[config.mk]
export PLATFORM = sky130hd
export DESIGN_NAME = star_window_centroid
export DESIGN_NICKNAME = d
export VERILOG_FILES = /design/src/rtl/swc_pkg.sv /design/src/rtl/star_window_centroid.sv /design/src/rtl/swc_datapath.sv /design/src/rtl/swc_ctrl.sv
export SDC_FILE = /design/constraint.sdc
export NUM_CORES = 1
export LEC_CHECK = 0
export ABC_AREA = 1
export BUFFER_PORTS_ARGS = -buffer_cell sky130_fd_sc_hd__buf_2
export CORE_ASPECT_RATIO = 1.1
export CORE_MARGIN = 4
export CORE_UTILIZATION = 51
export DETAILED_ROUTE_END_ITERATION = 6
export PLACE_DENSITY = 0.68
export SLEW_MARGIN = 5
export SYNTH_ARGS = -nofsm -noshare
export SYNTH_HDL_FRONTEND = slang
export SYNTH_SLANG_ARGS = --single-unit
export TNS_END_PERCENT = 1
[constraint.sdc]
create_clock -name clk_i -period 9.65 [get_ports clk_i]
set_input_delay 0.965 -clock clk_i [delete_from_list [all_inputs] [get_ports clk_i]]
set_output_delay 0.965 -clock clk_i [all_outputs]
set_load 0.05 [all_outputs]
[src/rtl/swc_pkg.sv]
// swc_pkg: shared constants, register codes and controller/datapath structs
// for the star window centroid block; no dependencies
`default_nettype none

package swc_pkg;

  // field widths
  localparam int unsigned PixW     = 8;
  localparam int unsigned GraySumW = 13;
  localparam int unsigned DimW     = 9;
  localparam int unsigned CountW   = 8;
  localparam int unsigned OrgW     = 12;
  localparam int unsigned WsumW    = 24;
  localparam int unsigned AxisSumW = 32;
  localparam int unsigned FracBits = 8;
  localparam int unsigned MaxDim   = 256;
  localparam int unsigned CenterW  = 21;
  localparam int unsigned EdgeW    = 22;
  localparam int unsigned CfgIdxW  = 4;
  localparam int unsigned CfgDataW = 12;

  // quotient bits: centroid below MaxDim pixels, FracBits fraction bits
  localparam int unsigned QuotW    = 16;
  localparam int unsigned StepCntW = 4;
  localparam logic [StepCntW-1:0] LastStep = StepCntW'(QuotW - 1);

  // subsample offset of 0.45 pixel in fixed point
  localparam logic [CenterW-1:0] SubOffset = CenterW'((45 << FracBits) / 100);

  // configuration register codes
  typedef enum logic [CfgIdxW-1:0] {
    REG_WINDOW_WIDTH  = 4'd0,
    REG_WINDOW_HEIGHT = 4'd1,
    REG_ORIGIN_X      = 4'd2,
    REG_ORIGIN_Y      = 4'd3
  } reg_idx_e;

  typedef struct packed {
    logic [DimW-1:0] window_width;
    logic [DimW-1:0] window_height;
    logic [OrgW-1:0] origin_x;
    logic [OrgW-1:0] origin_y;
  } cfg_t;

  // controller -> datapath
  typedef struct packed {
    logic clear;      // restart the window
    logic accum;      // take one pixel
    logic start_div;  // load dividers with the closing sums
    logic div_step;   // one quotient bit per axis
    logic load_out;   // format result into the output register
  } cmd_t;

  // datapath -> controller
  typedef struct packed {
    logic last_pixel; // pixel at the input closes the window
    logic out_free;   // output register can take a word this cycle
  } status_t;

endpackage

`default_nettype wire

[src/rtl/star_window_centroid.sv]
// star_window_centroid: intensity weighted centroid of a tracking window
// after the last pixel word is accepted: 16 restoring divide steps, one quotient
//   bit per cycle, then the result word load once the output register is free
// one pixel per cycle inside a window; intake stays closed until the result loads
// reset (rst_ni, async low): 16x16 window at origin 0, sums and counts cleared
// depends on swc_pkg, swc_ctrl, swc_datapath
`default_nettype none

module star_window_centroid (
  input  wire logic        clk_i,
  input  wire logic        rst_ni,
  // pixel stream
  input  wire logic        s_axis_tvalid,
  output logic             s_axis_tready,
  input  wire logic [23:0] s_axis_tdata,   // red [7:0], green [15:8], blue [23:16]
  // result stream
  output logic             m_axis_tvalid,
  input  wire logic        m_axis_tready,
  output logic [87:0]      m_axis_tdata,   // center_x [20:0], center_y [41:21],
                                           // left_x [63:42], top_y [85:64], zero pad
  output logic             m_axis_tuser,   // found
  // configuration write channel
  input  wire logic                           cfg_valid_i,
  output logic                                cfg_ready_o,
  input  wire logic [swc_pkg::CfgIdxW-1:0]    cfg_index_i,
  input  wire logic [swc_pkg::CfgDataW-1:0]   cfg_data_i
);

  // configuration registers, writable at any time, taken every cycle
  swc_pkg::cfg_t cfg_q;
  logic          cfg_write;
  logic          cfg_hit;

  assign cfg_ready_o = 1'b1;

  // a write to an index beyond the register list is dropped and does not
  // restart the window
  always_comb begin
    case (cfg_index_i)
      swc_pkg::REG_WINDOW_WIDTH,
      swc_pkg::REG_WINDOW_HEIGHT,
      swc_pkg::REG_ORIGIN_X,
      swc_pkg::REG_ORIGIN_Y: cfg_hit = 1'b1;
      default:               cfg_hit = 1'b0;
    endcase
  end

  assign cfg_write = cfg_valid_i & cfg_ready_o & cfg_hit;

  always_ff @(posedge clk_i or negedge rst_ni) begin
    if (!rst_ni) begin
      cfg_q.window_width  <= swc_pkg::DimW'(16);
      cfg_q.window_height <= swc_pkg::DimW'(16);
      cfg_q.origin_x      <= '0;
      cfg_q.origin_y      <= '0;
    end else if (cfg_valid_i && cfg_ready_o) begin
      case (cfg_index_i)
        swc_pkg::REG_WINDOW_WIDTH:  cfg_q.window_width  <= cfg_data_i[swc_pkg::DimW-1:0];
        swc_pkg::REG_WINDOW_HEIGHT: cfg_q.window_height <= cfg_data_i[swc_pkg::DimW-1:0];
        swc_pkg::REG_ORIGIN_X:      cfg_q.origin_x      <= cfg_data_i;
        swc_pkg::REG_ORIGIN_Y:      cfg_q.origin_y      <= cfg_data_i;
        default: ;
      endcase
    end
  end

  // controller / datapath handshake
  swc_pkg::cmd_t    cmd;
  swc_pkg::status_t status;

  swc_ctrl u_ctrl (
    .clk_i       (clk_i),
    .rst_ni      (rst_ni),
    .in_valid_i  (s_axis_tvalid),
    .in_ready_o  (s_axis_tready),
    .cfg_write_i (cfg_write),
    .status_i    (status),
    .cmd_o       (cmd)
  );

  logic [swc_pkg::CenterW-1:0] center_x, center_y;
  logic [swc_pkg::EdgeW-1:0]   left_x, top_y;

  // datapath: gray conversion, weighted sums, dividers and the output word
  swc_datapath u_datapath (
    .clk_i       (clk_i),
    .rst_ni      (rst_ni),
    .cfg_i       (cfg_q),
    .cmd_i       (cmd),
    .status_o    (status),
    .red_i       (s_axis_tdata[7:0]),
    .green_i     (s_axis_tdata[15:8]),
    .blue_i      (s_axis_tdata[23:16]),
    .out_valid_o (m_axis_tvalid),
    .out_ready_i (m_axis_tready),
    .center_x_o  (center_x),
    .center_y_o  (center_y),
    .left_x_o    (left_x),
    .top_y_o     (top_y),
    .found_o     (m_axis_tuser)
  );

  // pack the result word, lowest field first
  assign m_axis_tdata = {2'b00, top_y, left_x, center_y, center_x};

`ifndef SYNTHESIS
  // a result word only appears after the controller loads it
  a_out_from_load: assert property (@(posedge clk_i) disable iff (!rst_ni)
    $rose(m_axis_tvalid) |-> $past(cmd.load_out))
    else $error("result word appeared without a load");

  // pixel intake stops while the dividers run
  a_no_pixel_in_div: assert property (@(posedge clk_i) disable iff (!rst_ni)
    cmd.div_step |-> !s_axis_tready)
    else $error("pixel intake open during division");

  // closing a window always hands over to the divider
  a_start_blocks: assert property (@(posedge clk_i) disable iff (!rst_ni)
    cmd.start_div |=> !s_axis_tready)
    else $error("window closed but intake still open");

  // the output register is never overwritten while a word waits
  a_no_overwrite: assert property (@(posedge clk_i) disable iff (!rst_ni)
    cmd.load_out |-> (!m_axis_tvalid || m_axis_tready))
    else $error("pending result word overwritten");
`endif

endmodule

`default_nettype wire

[src/rtl/swc_datapath.sv]
// swc_datapath: pixel accumulators, two restoring dividers and output register
// depends on swc_pkg
`default_nettype none

module swc_datapath (
  input  wire logic                         clk_i,
  input  wire logic                         rst_ni,
  input  wire swc_pkg::cfg_t                cfg_i,
  input  wire swc_pkg::cmd_t                cmd_i,
  output swc_pkg::status_t                  status_o,
  input  wire logic [swc_pkg::PixW-1:0]     red_i,
  input  wire logic [swc_pkg::PixW-1:0]     green_i,
  input  wire logic [swc_pkg::PixW-1:0]     blue_i,
  output logic                              out_valid_o,
  input  wire logic                         out_ready_i,
  output logic [swc_pkg::CenterW-1:0]       center_x_o,
  output logic [swc_pkg::CenterW-1:0]       center_y_o,
  output logic [swc_pkg::EdgeW-1:0]         left_x_o,
  output logic [swc_pkg::EdgeW-1:0]         top_y_o,
  output logic                              found_o
);

  localparam int unsigned DimW  = swc_pkg::DimW;
  localparam int unsigned CntW  = swc_pkg::CountW;
  localparam int unsigned WsW   = swc_pkg::WsumW;
  localparam int unsigned AsW   = swc_pkg::AxisSumW;
  localparam int unsigned QW    = swc_pkg::QuotW;
  localparam int unsigned CW    = swc_pkg::CenterW;
  localparam int unsigned FB    = swc_pkg::FracBits;
  localparam int unsigned ProdW = swc_pkg::PixW + CntW;

  // clamped window size
  logic [DimW-1:0] win_w, win_h;
  always_comb begin
    if (cfg_i.window_width == '0) begin
      win_w = DimW'(1);
    end else if (cfg_i.window_width > DimW'(swc_pkg::MaxDim)) begin
      win_w = DimW'(swc_pkg::MaxDim);
    end else begin
      win_w = cfg_i.window_width;
    end
    if (cfg_i.window_height == '0) begin
      win_h = DimW'(1);
    end else if (cfg_i.window_height > DimW'(swc_pkg::MaxDim)) begin
      win_h = DimW'(swc_pkg::MaxDim);
    end else begin
      win_h = cfg_i.window_height;
    end
  end

  // accumulators
  logic [CntW-1:0] col_q, col_d, row_q, row_d;
  logic [WsW-1:0]  wsum_q, wsum_d;
  logic [AsW-1:0]  csum_q, csum_d, rsum_q, rsum_d;
  logic [swc_pkg::GraySumW-1:0] gray_sum;
  logic [swc_pkg::PixW-1:0]     gray;
  logic col_last, row_last;

  assign gray_sum = swc_pkg::GraySumW'(11 * red_i) + swc_pkg::GraySumW'({green_i, 4'b0})
                  + swc_pkg::GraySumW'(5 * blue_i);
  assign gray     = gray_sum[swc_pkg::GraySumW-1:5];

  assign col_last = (({1'b0, col_q} + DimW'(1)) == win_w);
  assign row_last = (({1'b0, row_q} + DimW'(1)) == win_h);

  // full-width products, gray times position
  assign wsum_d = wsum_q + WsW'(gray);
  assign csum_d = csum_q + AsW'(ProdW'(gray) * ProdW'(col_q));
  assign rsum_d = rsum_q + AsW'(ProdW'(gray) * ProdW'(row_q));

  assign status_o.last_pixel = col_last & row_last;
  assign status_o.out_free   = ~out_valid_o | out_ready_i;

  always_comb begin
    col_d = col_q;
    row_d = row_q;
    if (col_last) begin
      col_d = '0;
      row_d = row_last ? '0 : row_q + CntW'(1);
    end else begin
      col_d = col_q + CntW'(1);
    end
  end

  always_ff @(posedge clk_i or negedge rst_ni) begin
    if (!rst_ni) begin
      col_q  <= '0;
      row_q  <= '0;
      wsum_q <= '0;
      csum_q <= '0;
      rsum_q <= '0;
    end else if (cmd_i.clear) begin
      col_q  <= '0;
      row_q  <= '0;
      wsum_q <= '0;
      csum_q <= '0;
      rsum_q <= '0;
    end else if (cmd_i.accum) begin
      col_q <= col_d;
      row_q <= row_d;
      if (status_o.last_pixel) begin
        wsum_q <= '0;
        csum_q <= '0;
        rsum_q <= '0;
      end else begin
        wsum_q <= wsum_d;
        csum_q <= csum_d;
        rsum_q <= rsum_d;
      end
    end
  end

  // restoring dividers, (sum << FB) / wsum, one bit a cycle per axis
  logic [WsW-1:0] div_q;
  logic           dark_q;
  logic [WsW-1:0] rem_x_q, rem_y_q;
  logic [QW-1:0]  quo_x_q, quo_y_q;
  logic [WsW:0]   trial_x, trial_y;
  logic           ge_x, ge_y;

  assign trial_x = {rem_x_q, quo_x_q[QW-1]};
  assign trial_y = {rem_y_q, quo_y_q[QW-1]};
  assign ge_x    = (trial_x >= {1'b0, div_q});
  assign ge_y    = (trial_y >= {1'b0, div_q});

  always_ff @(posedge clk_i) begin
    if (cmd_i.start_div) begin
      div_q   <= wsum_d;
      dark_q  <= (wsum_d == '0);
      rem_x_q <= csum_d[AsW-1:FB];
      rem_y_q <= rsum_d[AsW-1:FB];
      quo_x_q <= {csum_d[FB-1:0], {(QW-FB){1'b0}}};
      quo_y_q <= {rsum_d[FB-1:0], {(QW-FB){1'b0}}};
    end else if (cmd_i.div_step) begin
      rem_x_q <= ge_x ? WsW'(trial_x - {1'b0, div_q}) : trial_x[WsW-1:0];
      rem_y_q <= ge_y ? WsW'(trial_y - {1'b0, div_q}) : trial_y[WsW-1:0];
      quo_x_q <= {quo_x_q[QW-2:0], ge_x};
      quo_y_q <= {quo_y_q[QW-2:0], ge_y};
    end
  end

  // result formatting
  logic [CW-1:0] base_x, base_y, half_w, half_h, cx, cy;
  assign base_x = CW'({cfg_i.origin_x, {FB{1'b0}}});
  assign base_y = CW'({cfg_i.origin_y, {FB{1'b0}}});
  assign half_w = CW'({win_w, {(FB-1){1'b0}}});
  assign half_h = CW'({win_h, {(FB-1){1'b0}}});
  assign cx = dark_q ? base_x + half_w : base_x + CW'(quo_x_q) + swc_pkg::SubOffset;
  assign cy = dark_q ? base_y + half_h : base_y + CW'(quo_y_q) + swc_pkg::SubOffset;

  always_ff @(posedge clk_i or negedge rst_ni) begin
    if (!rst_ni) begin
      out_valid_o <= 1'b0;
    end else if (cmd_i.load_out) begin
      out_valid_o <= 1'b1;
    end else if (out_ready_i) begin
      out_valid_o <= 1'b0;
    end
  end

  always_ff @(posedge clk_i) begin
    if (cmd_i.load_out) begin
      center_x_o <= cx;
      center_y_o <= cy;
      left_x_o   <= {1'b0, cx} - {1'b0, half_w};
      top_y_o    <= {1'b0, cy} - {1'b0, half_h};
      found_o    <= ~dark_q;
    end
  end

endmodule

`default_nettype wire

[src/rtl/swc_ctrl.sv]
// swc_ctrl: sequencer for pixel intake, division and result hand-off
// depends on swc_pkg
`default_nettype none

module swc_ctrl (
  input  wire logic             clk_i,
  input  wire logic             rst_ni,
  input  wire logic             in_valid_i,
  output logic                  in_ready_o,
  input  wire logic             cfg_write_i,
  input  wire swc_pkg::status_t status_i,
  output swc_pkg::cmd_t         cmd_o
);

  typedef enum logic [1:0] {
    ST_ACCUM,
    ST_DIV,
    ST_OUT
  } state_e;

  state_e state_q;
  logic [swc_pkg::StepCntW-1:0] step_q;
  logic accept;

  assign in_ready_o = (state_q == ST_ACCUM);
  assign accept     = in_valid_i & in_ready_o;

  always_comb begin
    cmd_o           = '0;
    cmd_o.clear     = cfg_write_i;
    cmd_o.accum     = accept;
    cmd_o.start_div = accept & status_i.last_pixel;
    cmd_o.div_step  = (state_q == ST_DIV);
    cmd_o.load_out  = (state_q == ST_OUT) & status_i.out_free;
  end

  always_ff @(posedge clk_i or negedge rst_ni) begin
    if (!rst_ni) begin
      state_q <= ST_ACCUM;
      step_q  <= '0;
    end else begin
      case (state_q)
        ST_ACCUM: begin
          step_q <= '0;
          if (cmd_o.start_div) begin
            state_q <= ST_DIV;
          end
        end
        ST_DIV: begin
          step_q <= step_q + swc_pkg::StepCntW'(1);
          if (step_q == swc_pkg::LastStep) begin
            state_q <= ST_OUT;
          end
        end
        ST_OUT: begin
          if (status_i.out_free) begin
            state_q <= ST_ACCUM;
          end
        end
        default: begin
          state_q <= ST_ACCUM;
        end
      endcase
    end
  end

endmodule

`default_nettype wire
==> flow_metrics.tcl, run 1 <==
set metrics [dict create \
    cts_root_buffer "clkbuf_16" \
    core_mm2 0.0562 \
    setup_violations 0 \
    clock.fmax_ghz 0.114 \
    startpoint_type "input port" \
    fin_skew_ps 20.8 \
    synth.area.top_cells "edfxtp_1 (17%), nand2_1 (15%), dfrtp_1 (13%)" \
    clock_sinks 331 \
    fin_crit_ps 8770 \
    critPathRequiredTime_ps 9970 \
    ys_warn_count 0 \
    rsz0062_at_grt "false" \
    antenna_found_initial 1 \
    clock_latency_ps 570 \
    vias 25700 \
    synth_edf_count 162 \
    die_h_um 258 \
    fillerInstances 5444 \
    grt_pass1_vias 24200 \
    pin_count 137 \
    cts_made_buffers 38 \
    port_buffers 133 \
    grt_pass1_wl_um 131000 \
    final_common_cell "nand2_1" \
    critPathArrivalTime_ps 9090 \
    ys_seq_area_frac 0.310 \
    path_clk_slew_ps 60 \
    die_area_mm2 0.0609 \
    async_flop_share 0.462 \
    endpoint_kind "flop" \
    hold_buffers 0 \
    drt_wl_total_um 82700 \
    avgSynthCellArea_um2 7.38 \
    initial_core_util 0.517 \
    crit_path_max_incr_delay_ps 550 \
    antenna_cells 0 \
    h-tree-depth 2 \
    path_class "in -> reg" \
    power.density_mw_per_mm2 346 \
    cts_tree "done" \
    synth_flop_cell "edfxtp_1" \
    drc_errors 0 \
    viasPerCell 5.35 \
    final_cell_mix "nand2_1 (1137), inv_1 (628), nand3_1 (324), nor2_1 (320), ha_1 (224)" \
    syn-cell-area_mm2 0.0291 \
    synthCells 3941 \
    timing.max_cap.violations 0 \
    hold_slack_ps 480 \
    p_leak_nw 16.7 \
    grt_use_met1 0.393 \
    post_drt_wl_per_cell_um 17.2 \
    outcome "complete, no violations" \
    crit_fanout 11 \
    track_usage 0.266 \
    hold_viol_final 0 \
    slew-limit-headroom 0.281 \
    clockBufferDepth 3 \
    min_path_type "in -> async" \
    yosysTopAreaCell "edfxtp_1" \
    synth-seq-cells 331 \
    first_pass_iters 6 \
    gp_congestion 0.955 \
    ys_types 57 \
    tns_ps 0 \
    tightestPinTransition_ps 1080 \
    path_common_cell "nand2_1" \
    post-route-period-util 0.909 \
    grt_overflow_total 0 \
    cts_resized 0 \
    grt_max_degree 83 \
    ant_nets 0 \
    peakVddDrop_mv 0.616 \
    use_met2 0.413 \
    drive_above_1_share 0.0673 \
    fin_nets 4425 \
    top_usage_layer "met2" \
    cp_slowest_cell "fa_1" \
    drt_iter0_drc 2047 \
    drv_slew 0 \
    die_w_um 236 \
    dp_hpwl_um 64600 \
    rows 91 \
    globalRouteMet3Util 0.0363 \
    post_cts_buffers 0 \
    yosysTopAreaCellShare 0.167 \
    synthToLayoutAreaGrowth_pct 8.33 \
]
[Yosys cell counts (3+ instances only)]
cell type,instances
a21boi_0,3
a21o_1,18
a21oi_1,158
a31oi_1,12
buf_2,22
buf_4,27
buf_6,9
clkbuf_1,53
dfrtp_1,151
dfxtp_1,16
edfxtp_1,162
fa_1,132
ha_1,224
inv_1,629
inv_2,11
nand2_1,1138
nand2_2,5
nand3_1,324
nand3_2,11
nand3b_1,6
nand4_1,64
nor2_1,323
nor2_4,3
nor3_1,31
nor4_1,11
o21a_1,8
o21ai_0,184
o21ai_1,12
o21bai_1,13
o22ai_1,11
o31ai_1,4
or2_2,12
xnor2_1,40
xor2_1,82
[state kept, by name, summed over array words and instances (netlist names)]
register / count
u_datapath.center_x_o: 14
u_datapath.center_y_o: 14
u_datapath.col_q: 8
u_datapath.wsum_q: 24
u_datapath.left_x_o: 22
cfg_q: 42
u_datapath.top_y_o: 22
u_datapath.csum_q: 32
u_datapath.found_o: 1
u_datapath.div_q: 24
u_datapath.dark_q: 1
u_datapath.rsum_q: 32
u_datapath.row_q: 8
u_ctrl.step_q: 4
u_ctrl.state_q: 2
u_datapath.rem_x_q: 24
u_datapath.quo_x_q: 16
u_datapath.out_valid_o: 1
u_datapath.rem_y_q: 24
u_datapath.quo_y_q: 16
[logic make-up (layout without fill, tap and decap cells)]
| kind of cell | after synthesis | after routing | share of synthesized area |
|---|---|---|---|
| AO/OA/AOI/OAI | 435 | 435 | 0.0815 |
| XOR/XNOR | 122 | 122 | 0.0368 |
| adder cells (fa/ha/maj) | 356 | 356 | 0.187 |
| buffers and inverters | 755 | 867 | 0.104 |
| flip-flops | 331 | 331 | 0.310 |
| multiplexers | 1 | 1 | 0.000344 |
| other | 2 | 3 | 0.000258 |
| AND/OR/NAND/NOR | 1939 | 1939 | 0.280 |
[where the power goes]
part / total (mW) / internal [mW] / switching [mW]
Combinational: 7.43 / 2.46 / 4.97
Clock: 1.47 / 0.825 / 0.645
Sequential: 2.01 / 1.79 / 0.215
[cell type report]
| cell class | instances | area (um2) | area share |
|---|---|---|---|
| multi-input cells | 2856 | 17100 | 0.541 |
| flip-flops and latches | 331 | 9020 | 0.286 |
| inverters | 641 | 2410 | 0.0764 |
| clock buffers | 47 | 985 | 0.0313 |
| well taps | 744 | 931 | 0.0296 |
| repair buffers | 156 | 845 | 0.0268 |
| clock inverters | 23 | 259 | 0.00822 |
[critical path: cells and delay by family]
family,cells,cell delay (ps)
fa+ha+maj,10,4580
simple gates,13,1590
compound gates,4,1150
buf+inv,8,620
xor+xnor,1,190
[metal layers]
metal,wire (um),share of wire
met1,38500,0.47
met2,36400,0.44
met3,5670,0.069
met4,2110,0.026
met5,13,0.00016
[worst paths after layout]
path	cells past startpoint	to	slack, ps	startpoint
setup / recovery	36	u_datapath.rem_y_q[11]	880	s_axis_tdata[21]
hold / removal	1	u_datapath.rsum_q[24]	480	rst_ni
setup reg to reg	17	u_datapath.rem_y_q[11]	4200	u_datapath.row_q[4]
hold reg to reg	2	u_datapath.csum_q[1]	480	u_datapath.csum_q[1]
max in group asynchronous	2	cfg_q[29]	7600	rst_ni
min in group clk_i	2	u_datapath.csum_q[1]	480	u_datapath.csum_q[1]
[metrics by stage]
step | total power [mW] | instances | setup slack, ps | instance area [um2] | util
2_1_floorplan | 7.24 | 3942 | 1280 | 29100 | -
3_3_place_gp | 9.28 | 4728 | 533 | 30300 | 0.538
3_5_place_dp | 9.37 | 4728 | 382 | 30300 | 0.538
4_1_cts | 10.9 | 4798 | 982 | 31500 | 0.560
5_1_grt | 12.0 | 4798 | 288 | 31500 | 0.560
6_report | 10.9 | 4798 | 880 | 31500 | 0.560
Note: power is estimated with default switching activity, not from simulation.
==> run 2, diff against run 1 <==
--- a/config.mk
+++ b/config.mk
@@ -10,6 +10,7 @@
 export CORE_ASPECT_RATIO = 1.1
 export CORE_MARGIN = 4
 export CORE_UTILIZATION = 51
+export CTS_BUF_LIST = sky130_fd_sc_hd__clkbuf_8 sky130_fd_sc_hd__clkbuf_16
 export DETAILED_ROUTE_END_ITERATION = 6
 export PLACE_DENSITY = 0.68
 export SLEW_MARGIN = 5
==> flow_metrics.tcl, run 2 (same netlist as run 1, synthesis figures left out) <==
set metrics [dict create \
    grt_pass1_wl_um 131000 \
    drv_slew 0 \
    fin_nets 4425 \
    cts_resized 0 \
    outcome "complete, no violations" \
    h-tree-depth 2 \
    critPathArrivalTime_ps 9090 \
    vias 25800 \
    fin_crit_ps 8770 \
    tns_ps 0 \
    grt_overflow_total 0 \
    min_from "u_datapath.csum_q[1]" \
    post-route-period-util 0.909 \
    hold_slack_ps 484 \
    final_common_cell "nand2_1" \
    die_area_mm2 0.0609 \
    clockBufferDepth 3 \
    clock_latency_ps 570 \
    startpoint_type "input port" \
    path_common_cell "nand2_1" \
    critPathRequiredTime_ps 9970 \
    cp_slowest_cell "fa_1" \
    die_h_um 258 \
    cts_tree "done" \
    antenna_cells 0 \
    top_register "cfg_q" \
    first_pass_iters 6 \
    pin_count 137 \
    p_leak_nw 16.7 \
    finalWorstSetupSlack_ps 878 \
    final_cell_mix "nand2_1 (1137), inv_1 (637), nand3_1 (324), nor2_1 (320), ha_1 (224)" \
    clock.fmax_ghz 0.114 \
    crit_path_max_incr_delay_ps 550 \
    endpoint_kind "flop" \
    dp_hpwl_um 64600 \
    power_mw 10.9 \
    track_usage 0.266 \
    hold_end "u_datapath.csum_q[1]" \
    port_buffers 133 \
    antenna_found_initial 1 \
    gp_congestion 0.955 \
    min_path_type "reg -> reg" \
    drt_wl_total_um 82700 \
    grt_pass1_vias 24200 \
    reg_top3 "cfg_q (42), u_datapath.csum_q (32), u_datapath.rsum_q (32)" \
    rsz0062_at_grt "false" \
    post_cts_buffers 0 \
    cts_root_buffer "clkbuf_16" \
    r2r-start "u_datapath.row_q[4]" \
    hold_viol_final 0 \
    tightestPinTransition_ps 1070 \
    dp_slack_ps 382 \
    largest_reg_flops 42 \
    ff2ff_setup_slack_ps 4180 \
    hold_buffers 0 \
    fin_skew_ps 22.9 \
    peakVddDrop_mv 0.614 \
    r2r-end "u_datapath.rem_y_q[11]" \
    placed_cells 4728 \
    path_clk_slew_ps 60 \
    viasPerCell 5.37 \
    path_class "in -> reg" \
    power.density_mw_per_mm2 346 \
    cts_made_buffers 38 \
    final-instance-count-excl-fill 4798 \
    drive_above_1_share 0.0673 \
    ant_nets 0 \
    drc_errors 0 \
    post_drt_wl_per_cell_um 17.2 \
    initial_core_util 0.517 \
    core_mm2 0.0562 \
    r2r_cells 17 \
    rows 91 \
    slew-limit-headroom 0.287 \
    timing.max_cap.violations 0 \
    grt_max_degree 83 \
    die_w_um 236 \
    crit_fanout 11 \
    synthToLayoutAreaGrowth_pct 8.33 \
    setup_violations 0 \
    clock_sinks 331 \
    whs_path_depth 2 \
    drt_iter0_drc 2058 \
]
==> run 2: changes by cell type in the layout (fill, tap and decap cells not counted) <==
cell and delta:
clkbuf_1 -9, inv_1 +9
==> run 2: area by class of cell <==
class	instances	area (um2)
multi-input combinational	2856	17100
inverter	641	2410
fill	5444	24800
clock buffer	38	951
tap	744	931
clock inverter	32	293
sequential	331	9020
timing repair buffer	156	845
==> run 2: critical path: cells and delay by family <==
| family | cells | cell delay [ps] |
|---|---|---|
| AO/OA/AOI/OAI | 4 | 1160 |
| AND/OR/NAND/NOR | 13 | 1580 |
| adder cells (fa/ha/maj) | 10 | 4580 |
| XOR/XNOR | 1 | 190 |
| buffers and inverters | 8 | 620 |
==> run 2: per-stage QoR <==
step | utilization | cell area [um2]
finish | 0.560 | 31500
global route | 0.560 | 31500
CTS | 0.560 | 31500
detailed placement | 0.538 | 30300
global placement | 0.538 | 30300
floorplan | - | 29100
==> run 2: how the worst max path moves through the flow <==
stage / startpoint / end / cells after the start
floorplan: s_axis_tdata[20] / u_datapath.rem_y_q[11] / 35
global placement: s_axis_tdata[20] / u_datapath.rem_y_q[11] / 37
detailed placement: s_axis_tdata[21] / u_datapath.rem_y_q[13] / 37
CTS: s_axis_tdata[21] / u_datapath.rem_y_q[13] / 37
global route: s_axis_tdata[20] / u_datapath.rem_y_q[11] / 37
finish: s_axis_tdata[21] / u_datapath.rem_y_q[11] / 36
==> run 2: layer usage <==
metal  up-vias  global-route usage  wire length (um)
li1      12800                   -                 -
met1     12000               0.393             38600
met2       829               0.413             36200
met3       125              0.0363              5650
met4         2              0.0706              2160
met5         -                   0                13
==> run 2: report_power, final <==
group	internal [mW]	leakage [nW]	switching (mW)
Clock	0.815	0.626	0.648
Sequential	1.79	3.61	0.215
Combinational	2.46	12.5	4.96
